===== config.mk =====
export PLATFORM = sky130hd
export DESIGN_NAME = debounced_alarm_interlock_core
export DESIGN_NICKNAME = d
export VERILOG_FILES = /design/src/rtl/dai_pkg.sv /design/src/rtl/dai_debounce.sv /design/src/rtl/debounced_alarm_interlock_core.sv
export SDC_FILE = /design/constraint.sdc
export NUM_CORES = 1
export LEC_CHECK = 0
export BUFFER_PORTS_ARGS = -buffer_cell sky130_fd_sc_hd__buf_2
export CELL_PAD_IN_SITES_DETAIL_PLACEMENT = 2
export CELL_PAD_IN_SITES_GLOBAL_PLACEMENT = 2
export CORE_ASPECT_RATIO = 0.8
export CORE_UTILIZATION = 25
export DETAILED_ROUTE_END_ITERATION = 10
export PLACE_DENSITY_LB_ADDON = 0.1
export SKIP_LAST_GASP = 1
export SYNTH_ARGS = -nofsm -noshare
export SYNTH_HDL_FRONTEND = slang
export SYNTH_SLANG_ARGS = --single-unit

===== constraint.sdc =====
create_clock -name clk -period 22.8 [get_ports clk]
set_input_delay 4.56 -clock clk [delete_from_list [all_inputs] [get_ports clk]]
set_output_delay 4.56 -clock clk [all_outputs]
set_load 0.005 [all_outputs]

===== src/rtl/dai_pkg.sv =====
// shared types, widths, register indexes and reset values for the alarm interlock
`timescale 1ns / 1ps

package dai_pkg;

    localparam int TIME_W  = 32;
    localparam int MS_W    = 16;
    localparam int CIDX_W  = 8;
    localparam int CDATA_W = 16;
    localparam int IN_W    = 40;   // 35 payload bits padded to whole bytes
    localparam int OUT_W   = 8;    // 4 payload bits padded to whole bytes

    typedef logic [TIME_W-1:0]  time_t;
    typedef logic [MS_W-1:0]    ms_t;
    typedef logic [CIDX_W-1:0]  cidx_t;
    typedef logic [CDATA_W-1:0] cdata_t;

    // configuration register indexes
    localparam cidx_t CFG_DEBOUNCE_ENABLE = 8'd0;
    localparam cidx_t CFG_DEBOUNCE_MS     = 8'd1;
    localparam cidx_t CFG_RFID_TIMEOUT_MS = 8'd2;
    localparam cidx_t CFG_SERVO_PULSE_MS  = 8'd3;

    // register reset values
    localparam logic RST_DEBOUNCE_ENABLE = 1'b1;
    localparam ms_t  RST_DEBOUNCE_MS     = 16'd50;
    localparam ms_t  RST_RFID_TIMEOUT_MS = 16'd2000;
    localparam ms_t  RST_SERVO_PULSE_MS  = 16'd500;

    // debounce settings shared by both debounce stages
    typedef struct packed {
        logic enable;
        ms_t  hold_ms;
    } dbc_cfg_t;

endpackage


===== src/rtl/dai_debounce.sv =====
// one debounce stage: raw level tracking, change timestamp and stable level
`timescale 1ns / 1ps

module dai_debounce (
    input  logic           clk,
    input  logic           rst_n,
    input  logic           update,
    input  logic           raw,
    input  dai_pkg::time_t now_ms,
    input  dai_pkg::dbc_cfg_t cfg,
    output logic           stable_next
);
    import dai_pkg::*;

    logic  last_raw_reg;
    time_t change_time_reg;
    logic  stable_reg;
    time_t change_time_next;
    time_t elapsed;

    always_comb
    begin
        change_time_next = (raw != last_raw_reg) ? now_ms : change_time_reg;
        elapsed          = now_ms - change_time_next;
        if (!cfg.enable)
        begin
            stable_next = raw;
        end
        else if (elapsed > {{(TIME_W-MS_W){1'b0}}, cfg.hold_ms})
        begin
            stable_next = raw;
        end
        else
        begin
            stable_next = stable_reg;
        end
    end

    always_ff @(posedge clk or negedge rst_n)
    begin
        if (!rst_n)
        begin
            last_raw_reg    <= 1'b0;
            change_time_reg <= '0;
            stable_reg      <= 1'b0;
        end
        else if (update)
        begin
            last_raw_reg    <= raw;
            change_time_reg <= change_time_next;
            stable_reg      <= stable_next;
        end
    end

endmodule


===== src/rtl/debounced_alarm_interlock_core.sv =====
// top level: debounced emergency interlock with motion, rfid and servo outputs
// datapath: a sample accepted into the input register moves on to the result register
//   once the result slot is free, and its result is then offered on the result port
// throughput: one sample per cycle, set by the single compare pass between the
//   input register and the result register, held only by output back-pressure
// reset: rst_n clears all tracking state and loads the register defaults
`timescale 1ns / 1ps

module debounced_alarm_interlock_core (
    input  logic                           clk,
    input  logic                           rst_n,
    // sample stream
    input  logic                           s_axis_tvalid,
    output logic                           s_axis_tready,
    // [31:0] now_ms, [32] emergency_raw, [33] motion_raw, [34] rfid_raw
    input  logic [dai_pkg::IN_W-1:0]       s_axis_tdata,
    // result stream
    output logic                           m_axis_tvalid,
    input  logic                           m_axis_tready,
    // [0] motion_out, [1] rfid_out, [2] servo_out, [3] alarm_active
    output logic [dai_pkg::OUT_W-1:0]      m_axis_tdata,
    // configuration writes
    input  logic                           cfg_valid,
    output logic                           cfg_ready,
    input  dai_pkg::cidx_t                 cfg_index,
    input  dai_pkg::cdata_t                cfg_data
);
    import dai_pkg::*;

    // configuration registers
    logic  debounce_enable_reg;
    ms_t   debounce_ms_reg;
    ms_t   rfid_timeout_ms_reg;
    ms_t   servo_pulse_ms_reg;
    dbc_cfg_t dbc_cfg;

    // input register
    logic  s1_valid_reg;
    time_t s1_now_reg;
    logic  s1_em_reg;
    logic  s1_mo_reg;
    logic  s1_rf_reg;

    // interlock state
    logic  alarm_flag_reg;
    logic  rfid_flag_reg;
    time_t rfid_high_time_reg;
    time_t servo_start_reg;

    // result register
    logic  out_valid_reg;
    logic [3:0] out_bits_reg;

    logic  advance;
    logic  in_take;
    logic  alarm_stable_next;
    logic  motion_stable_next;
    logic  motion_update;
    logic  alarm_rise;
    logic  rfid_flag_next;
    time_t rfid_high_time_next;
    time_t servo_start_next;
    time_t rfid_elapsed;
    time_t servo_elapsed;
    logic  servo_bit;
    logic [3:0] out_bits_next;

    // config port never stalls; writes are expected only while no request is in flight
    assign cfg_ready = 1'b1;

    always_ff @(posedge clk or negedge rst_n)
    begin
        if (!rst_n)
        begin
            debounce_enable_reg <= RST_DEBOUNCE_ENABLE;
            debounce_ms_reg     <= RST_DEBOUNCE_MS;
            rfid_timeout_ms_reg <= RST_RFID_TIMEOUT_MS;
            servo_pulse_ms_reg  <= RST_SERVO_PULSE_MS;
        end
        else if (cfg_valid)
        begin
            unique case (cfg_index)
                CFG_DEBOUNCE_ENABLE: debounce_enable_reg <= cfg_data[0];
                CFG_DEBOUNCE_MS:     debounce_ms_reg     <= cfg_data;
                CFG_RFID_TIMEOUT_MS: rfid_timeout_ms_reg <= cfg_data;
                CFG_SERVO_PULSE_MS:  servo_pulse_ms_reg  <= cfg_data;
                default:             ;  // unknown index is dropped
            endcase
        end
    end

    assign dbc_cfg.enable  = debounce_enable_reg;
    assign dbc_cfg.hold_ms = debounce_ms_reg;

    // handshake: the input register moves on whenever the result slot frees up
    assign advance       = s1_valid_reg && (!out_valid_reg || m_axis_tready);
    assign s_axis_tready = !s1_valid_reg || advance;
    assign in_take       = s_axis_tvalid && s_axis_tready;

    always_ff @(posedge clk or negedge rst_n)
    begin
        if (!rst_n)
        begin
            s1_valid_reg <= 1'b0;
        end
        else if (s_axis_tready)
        begin
            s1_valid_reg <= s_axis_tvalid;
        end
    end

    always_ff @(posedge clk)
    begin
        if (in_take)
        begin
            s1_now_reg <= s_axis_tdata[TIME_W-1:0];
            s1_em_reg  <= s_axis_tdata[TIME_W];
            s1_mo_reg  <= s_axis_tdata[TIME_W+1];
            s1_rf_reg  <= s_axis_tdata[TIME_W+2];
        end
    end

    // emergency debounce runs on every request
    dai_debounce u_alarm_dbc (
        .clk         (clk),
        .rst_n       (rst_n),
        .update      (advance),
        .raw         (s1_em_reg),
        .now_ms      (s1_now_reg),
        .cfg         (dbc_cfg),
        .stable_next (alarm_stable_next)
    );

    // motion tracking is frozen while the alarm is latched
    assign motion_update = advance && !alarm_stable_next;

    dai_debounce u_motion_dbc (
        .clk         (clk),
        .rst_n       (rst_n),
        .update      (motion_update),
        .raw         (s1_mo_reg),
        .now_ms      (s1_now_reg),
        .cfg         (dbc_cfg),
        .stable_next (motion_stable_next)
    );

    // the alarm flag simply follows the stable emergency level
    assign alarm_rise = alarm_stable_next && !alarm_flag_reg;

    always_comb
    begin
        rfid_flag_next      = rfid_flag_reg;
        rfid_high_time_next = rfid_high_time_reg;
        servo_start_next    = servo_start_reg;
        rfid_elapsed        = s1_now_reg - rfid_high_time_reg;
        servo_bit           = 1'b0;
        if (!alarm_stable_next)
        begin
            // normal operation: rfid sets on a high sample, clears after the timeout
            if (s1_rf_reg)
            begin
                rfid_high_time_next = s1_now_reg;
                rfid_flag_next      = 1'b1;
            end
            else if (rfid_flag_reg &&
                     (rfid_elapsed >= {{(TIME_W-MS_W){1'b0}}, rfid_timeout_ms_reg}))
            begin
                rfid_flag_next = 1'b0;
            end
        end
        else if (alarm_rise)
        begin
            // alarm start: restart the servo pulse and drop rfid activity
            servo_start_next = s1_now_reg;
            rfid_flag_next   = 1'b0;
        end
        servo_elapsed = s1_now_reg - servo_start_next;
        if (alarm_stable_next)
        begin
            servo_bit = (servo_elapsed >= {{(TIME_W-MS_W){1'b0}}, servo_pulse_ms_reg});
        end
    end

    // motion and rfid outputs are forced low while the alarm is latched
    assign out_bits_next = {alarm_stable_next,
                            servo_bit,
                            !alarm_stable_next && rfid_flag_next,
                            !alarm_stable_next && motion_stable_next};

    always_ff @(posedge clk or negedge rst_n)
    begin
        if (!rst_n)
        begin
            alarm_flag_reg     <= 1'b0;
            rfid_flag_reg      <= 1'b0;
            rfid_high_time_reg <= '0;
            servo_start_reg    <= '0;
        end
        else if (advance)
        begin
            alarm_flag_reg     <= alarm_stable_next;
            rfid_flag_reg      <= rfid_flag_next;
            rfid_high_time_reg <= rfid_high_time_next;
            servo_start_reg    <= servo_start_next;
        end
    end

    // result register
    always_ff @(posedge clk or negedge rst_n)
    begin
        if (!rst_n)
        begin
            out_valid_reg <= 1'b0;
        end
        else if (advance)
        begin
            out_valid_reg <= 1'b1;
        end
        else if (m_axis_tready)
        begin
            out_valid_reg <= 1'b0;
        end
    end

    always_ff @(posedge clk)
    begin
        if (advance)
        begin
            out_bits_reg <= out_bits_next;
        end
    end

    assign m_axis_tvalid = out_valid_reg;
    assign m_axis_tdata  = {{(OUT_W-4){1'b0}}, out_bits_reg};

endmodule

==> results.toml, run 1 <==
[setup_path]
worst_setup_path_end_kind = "flop"
path_common_cell = "a21oi_1"
cp_max_fo = 48
crit_path_max_incr_delay_ps = 650
crit_slowest_cell = "a41oi_1"
worstPathArrival_ps = 12680
required_ps = 23120
cp-start-kind = "flop"
path_class = "reg2reg"

[final_layout]
fill_cells = 7913
final_cells = 3005
final_nets = 2292
drive_gt1_share_pct = 13.5
design_area_um2 = 20300
area_growth_pct = 14.1

[drt]
num_vias = 15189
wl_per_cell_um = 20.1
first_iter_violations = 500
firstDrtPassIters = 4
vias_per_cell = 5.05
drcViolationCount = 0
final_antenna_net_count = 0
wl_mm = 60.5

[grt]
grt_max_degree = 81
grt_pass1_vias = 16373
grt_pass1_wl_mm = 95.5
overflow = 0
antenna_found_initial = 2
grt.total_usage_pct = 16.8

[sta]
rsz0062_at_grt = "false"
finClkSkew_ps = 25.2
min_period_ps = 12360
setup_tns_ps = 0
relSlewSlack_pct = 37.1
hold_viol = 0
finalCritPeriodShare_pct = 54.2
finalMaxSlewViolations = 0
worst_slew_pin_slew_ps = 941
fmax_ghz = 0.0809
setup_viol = 0

[yosys]
synth_area_leaders = "dfrtp_1, ha_1, edfxtp_1"
yosysWarnings = 0
synthArstFlopShare_pct = 82.5
synth_top_area_share_pct = 23.6
ys_seq_area_share_pct = 32.6
synth_cells = 1986
syn_area_um2 = 17800
syn_area_per_cell_um2 = 8.96
synth_largest_area_cell = "dfrtp_1"
synthFlopType = "dfrtp_1"
synth-seq-cells = 223
synth-edff-count = 39
synth_cell_types = 96

[power_and_ir_drop]
pwr_density_cell_nw_per_um2 = 112
leakage_nw = 8.87
ir_worst_vdd_uv = 61.1

[floorplan]
core_area_um2 = 70400
initial_core_util_pct = 25.3
pin_count = 80
dieArea_um2 = 72200
rows = 87
die_y_um = 241
fp.dieW_um = 300

[place]
place_inst = 2946
port_buffers = 69
dp_hpwl_mm = 47.8
gp_congestion = 0.803
place_area_um2 = 19300

[clock_tree]
worstSkewPairLatency_ps = 590
post_cts_buffers = 0
clock-sinks = 223
cts_buffers = 31
clock_path_buffers = 3
cts_tree = "built"
cts_hold_buf = 0
h-tree-depth = 1
cts.clk_slew.worst_paths_ps = 60
cts-root-buf = "clkbuf_16"
cts_resized = 0

[flow_run]
drv_cap = 0

[status]
status = "finished, final reports clean"

[min_path]
holdCritPathClass = "reg2reg"
[layout by cell type (no fill, tap or decap), types with 21 or more instances in the layout]
| master | netlist | layout |
|---|---|---|
| o21ai_0 | 189 | 189 |
| a31oi_1 | 21 | 21 |
| nor2_1 | 98 | 97 |
| mux2_2 | 89 | 89 |
| nor3_1 | 27 | 27 |
| mux2i_1 | 77 | 77 |
| buf_2 | 12 | 68 |
| nand4_1 | 27 | 27 |
| nand3_1 | 34 | 34 |
| xor2_1 | 37 | 37 |
| a21oi_1 | 125 | 125 |
| buf_4 | 5 | 30 |
| nand2_1 | 205 | 203 |
| inv_1 | 147 | 147 |
| nor2b_1 | 33 | 33 |
| dfrtp_1 | 168 | 168 |
| xnor2_1 | 42 | 41 |
| nand2b_1 | 37 | 37 |
| clkbuf_16 | 0 | 31 |
| ha_1 | 175 | 175 |
| a21o_1 | 53 | 53 |
| edfxtp_1 | 39 | 39 |
[cell usage after synthesis, types with 15 or more instances]
cell / number
a21oi_1: 125
dfrtp_1: 168
ha_1: 175
o21ai_0: 189
nand2b_1: 37
mux2i_1: 77
xor2_1: 37
o211ai_1: 15
inv_1: 147
a31oi_1: 21
dfstp_2: 16
mux2_2: 89
nand4_1: 27
nand2_1: 205
a211oi_1: 16
a21o_1: 53
nor2_1: 98
edfxtp_1: 39
nor2b_1: 33
clkbuf_1: 56
nor3_1: 27
nand3_1: 34
xnor2_1: 42
[cell type report]
class | instances | area, um2 | share of cell area, %
repair buffers | 99 | 579 | 2.86
flip-flops and latches | 223 | 5800 | 28.6
clock inverters | 12 | 164 | 0.808
multi-input cells | 1543 | 11200 | 55.0
diodes | 1 | 2.50 | 0.0123
clock buffers | 46 | 872 | 4.30
inverters | 147 | 552 | 2.72
well taps | 934 | 1170 | 5.76
[final timing paths]
path	from	end	slack, ps	cells past startpoint
max	s1_em_reg$_DFFE_PP_	out_bits_reg[2]$_SDFFCE_PP0P_	10440	42
min	servo_start_reg[14]$_DFFE_PN0P_	servo_start_reg[14]$_DFFE_PN0P_	480	2
max reg2reg	s1_em_reg$_DFFE_PP_	out_bits_reg[2]$_SDFFCE_PP0P_	10440	42
min reg2reg	servo_start_reg[14]$_DFFE_PN0P_	servo_start_reg[14]$_DFFE_PN0P_	480	2
max in group asynchronous	rst_n	u_alarm_dbc.change_time_reg[30]$_DFFE_PN0P_	16720	3
min in group asynchronous	rst_n	rfid_high_time_reg[2]$_DFFE_PN0P_	4010	1
[cells by family after synthesis]
family,count (synthesis),synth area share [%]
simple gates,544,14.9
xor+xnor,81,4.07
buf+inv,223,4.94
other cells,2,0.0422
mux,167,10.1
compound gates,560,20.3
fa+ha+maj,186,13.1
flops,223,32.6
[worst max-delay path, delay by kind of cell (launching register included)]
| family | cells | cell delay (ps) |
|---|---|---|
| AO/OA/AOI/OAI | 16 | 4100 |
| AND/OR/NAND/NOR | 15 | 3630 |
| adder cells (fa/ha/maj) | 4 | 1360 |
| buffers and inverters | 2 | 1120 |
| XOR/XNOR | 3 | 740 |
| flip-flops | 1 | 560 |
| multiplexers | 2 | 510 |
[stage by stage]
step / worst slack (ps) / power, mW / hold WS, ps / util (%)
floorplan: 11870 / 1.44 / 446 / -
detailed placement: 10240 / 1.79 / 470 / 27.3
CTS: 10210 / 2.31 / 483 / 28.8
finish: 10440 / 2.27 / 476 / 28.8
global route: 9290 / 2.47 / 503 / 28.8
global placement: 10370 / 1.74 / 459 / 27.3
[layer usage]
metal	routed length [um]	GRT usage, %	vias up
met4	1190	3.65	0
met1	31500	24.6	7681
li1	-	-	7311
met5	0	0	-
met3	1640	1.69	57
met2	26200	26.6	140
[power by group]
| group | switching [mW] | internal, mW |
|---|---|---|
| combinational | 0.722 | 0.499 |
| clock | 0.192 | 0.307 |
| sequential | 0.0583 | 0.493 |
| total | 0.972 | 1.30 |
Power figures use the tool's default switching activity.
==> run 2: changes to the inputs <==
==> constraint.sdc (replaced) <==
create_clock -name clk -period 10.5 [get_ports clk]
set_input_delay 2.1 -clock clk [delete_from_list [all_inputs] [get_ports clk]]
set_output_delay 2.1 -clock clk [all_outputs]
set_load 0.005 [all_outputs]
==> results.toml, run 2 (synthesis gave the netlist of run 1 again) <==
[floorplan]
pin_count = 80
die_y_um = 241
fp.dieW_um = 300
core_area_um2 = 70400
initial_core_util_pct = 25.3
dieArea_um2 = 72200
rows = 87

[flow_run]
drv_cap = 0

[grt]
grt.total_usage_pct = 18.3
grt_max_degree = 78
grt_pass1_vias = 16816
overflow = 0
antenna_found_initial = 5
grt_pass1_wl_mm = 102

[drt]
num_vias = 15462
first_iter_violations = 507
firstDrtPassIters = 8
final_antenna_net_count = 0
wl_per_cell_um = 21.5
vias_per_cell = 5.04
wl_mm = 65.8
drcViolationCount = 4

[sta]
hold_viol = 0
min_period_ps = 9780
setup_viol = 0
finClkSkew_ps = 13.2
relSlewSlack_pct = 34.1
worst_slew_pin_slew_ps = 985
setup_tns_ps = 0
fmax_ghz = 0.102
finalCritPeriodShare_pct = 93.1
worst_hold_slack_ps = 481
setup_ws_ps = 724
finalMaxSlewViolations = 0

[setup_path]
r2r-end = "out_bits_reg[2]$_SDFFCE_PP0P_"
path_common_cell = "nor2_1"
worstPathArrival_ps = 10080
worst_setup_path_end_kind = "flop"
r2r_start = "s1_now_reg[1]$_DFFE_PP_"
crit_path_max_incr_delay_ps = 520
required_ps = 10800
reg2reg_slack_ps = 720
path_class = "reg2reg"
crit_slowest_cell = "edfxtp_1"
cp-start-kind = "flop"
cp_max_fo = 8
reg2reg_depth = 48

[place]
dp_hpwl_mm = 53.4
gp_congestion = 0.821
port_buffers = 69
pre_cts_ws_ps = -162
place_inst = 3011

[power_and_ir_drop]
sw_frac_of_total_pct = 43.0
ir_worst_vdd_uv = 126
seqPwrFrac_pct = 24.2
leakage_nw = 9.15
combinationalPowerShare_pct = 55.8
netSwitchingPower_mw = 2.15
pwr_density_cell_nw_per_um2 = 240
p_int_mw = 2.84
power.clock.fraction_pct = 20.0

[min_path]
holdPathStages = 2
holdCritPathClass = "reg2reg"
min_from = "u_motion_dbc.change_time_reg[21]$_DFFE_PN0P_"
hold_end = "u_motion_dbc.change_time_reg[21]$_DFFE_PN0P_"

[clock_tree]
cts.clk_slew.worst_paths_ps = 60
cts-root-buf = "clkbuf_16"
worstSkewPairLatency_ps = 570
post_cts_buffers = 0
h-tree-depth = 1
cts_buffers = 29
cts_tree = "built"
clock_path_buffers = 3
clock-sinks = 223

[final_layout]
final_cells = 3066
drive_gt1_share_pct = 16.6
mostFrequentLayoutCells = "nand2_1, o21ai_0, ha_1"
area_growth_pct = 16.7
fill_cells = 7857
multi_input_area_um2 = 11200
regArea_um2 = 5800
final_common_cell = "nand2_1"
final_nets = 2355

[status]
status = "finished, violations left"
violations = "design-rule violations"
[run 2: stage by stage]
stage | total power, mW | cell area (um2) | util, %
2_1_floorplan | 3.13 | 17800 | -
3_3_place_gp | 3.89 | 19700 | 28.0
3_5_place_dp | 4.00 | 19700 | 28.0
4_1_cts | 5.05 | 20700 | 29.4
5_1_grt | 5.43 | 20800 | 29.5
6_report | 4.99 | 20800 | 29.5
[run 2: cell type report]
class	instances	area share [%]
inverter	147	2.66
antenna	2	0.0241
sequential	223	27.9
multi-input combinational	1543	54.1
timing repair buffer	164	5.16
clock buffer	42	4.03
tap	934	5.63
clock inverter	11	0.488
[run 2: routing by layer]
layer	share of wire [%]	vias to the layer above	wire length, um	track usage [%]
met4	1.3	0	857	2.72
li1	-	7434	-	-
met1	55	7844	36100	28.2
met3	2.2	52	1460	1.44
met5	0	-	0	0
met2	42	132	27400	28.1
[run 2: how the worst max path moves through the flow]
stage / cells past startpoint / startpoint / endpoint
after floorplan: 52 / s1_em_reg$_DFFE_PP_ / out_bits_reg[2]$_SDFFCE_PP0P_
after global placement: 50 / s1_em_reg$_DFFE_PP_ / out_bits_reg[2]$_SDFFCE_PP0P_
after detailed placement: 50 / s1_em_reg$_DFFE_PP_ / out_bits_reg[2]$_SDFFCE_PP0P_
after CTS: 50 / s1_em_reg$_DFFE_PP_ / out_bits_reg[2]$_SDFFCE_PP0P_
after global routing: 51 / s1_em_reg$_DFFE_PP_ / out_bits_reg[2]$_SDFFCE_PP0P_
final: 48 / s1_now_reg[1]$_DFFE_PP_ / out_bits_reg[2]$_SDFFCE_PP0P_
[run 2: critical path, delay by kind of cell (launching register included)]
family | cells | cell delay [ps]
buffers and inverters | 4 | 660
AND/OR/NAND/NOR | 19 | 3450
AO/OA/AOI/OAI | 19 | 3440
XOR/XNOR | 2 | 350
adder cells (fa/ha/maj) | 4 | 1100
flip-flops | 1 | 520
[run 2: power groups by stage]
stage	combinational (mW)	sequential [mW]	clock, mW
6_report	2.79	1.21	0.999
3_5_place_dp	2.78	1.22	0
3_3_place_gp	2.68	1.21	0
2_1_floorplan	1.96	1.17	0
4_1_cts	2.80	1.21	1.04
5_1_grt	3.13	1.23	1.07
[run 2: what timing repair did]
action                                  4_1_cts  5_1_grt
pin swaps                                     0        6
gates resized for setup                       3       16
endpoints found under the setup margin        1        1
hold buffers                                  0        0
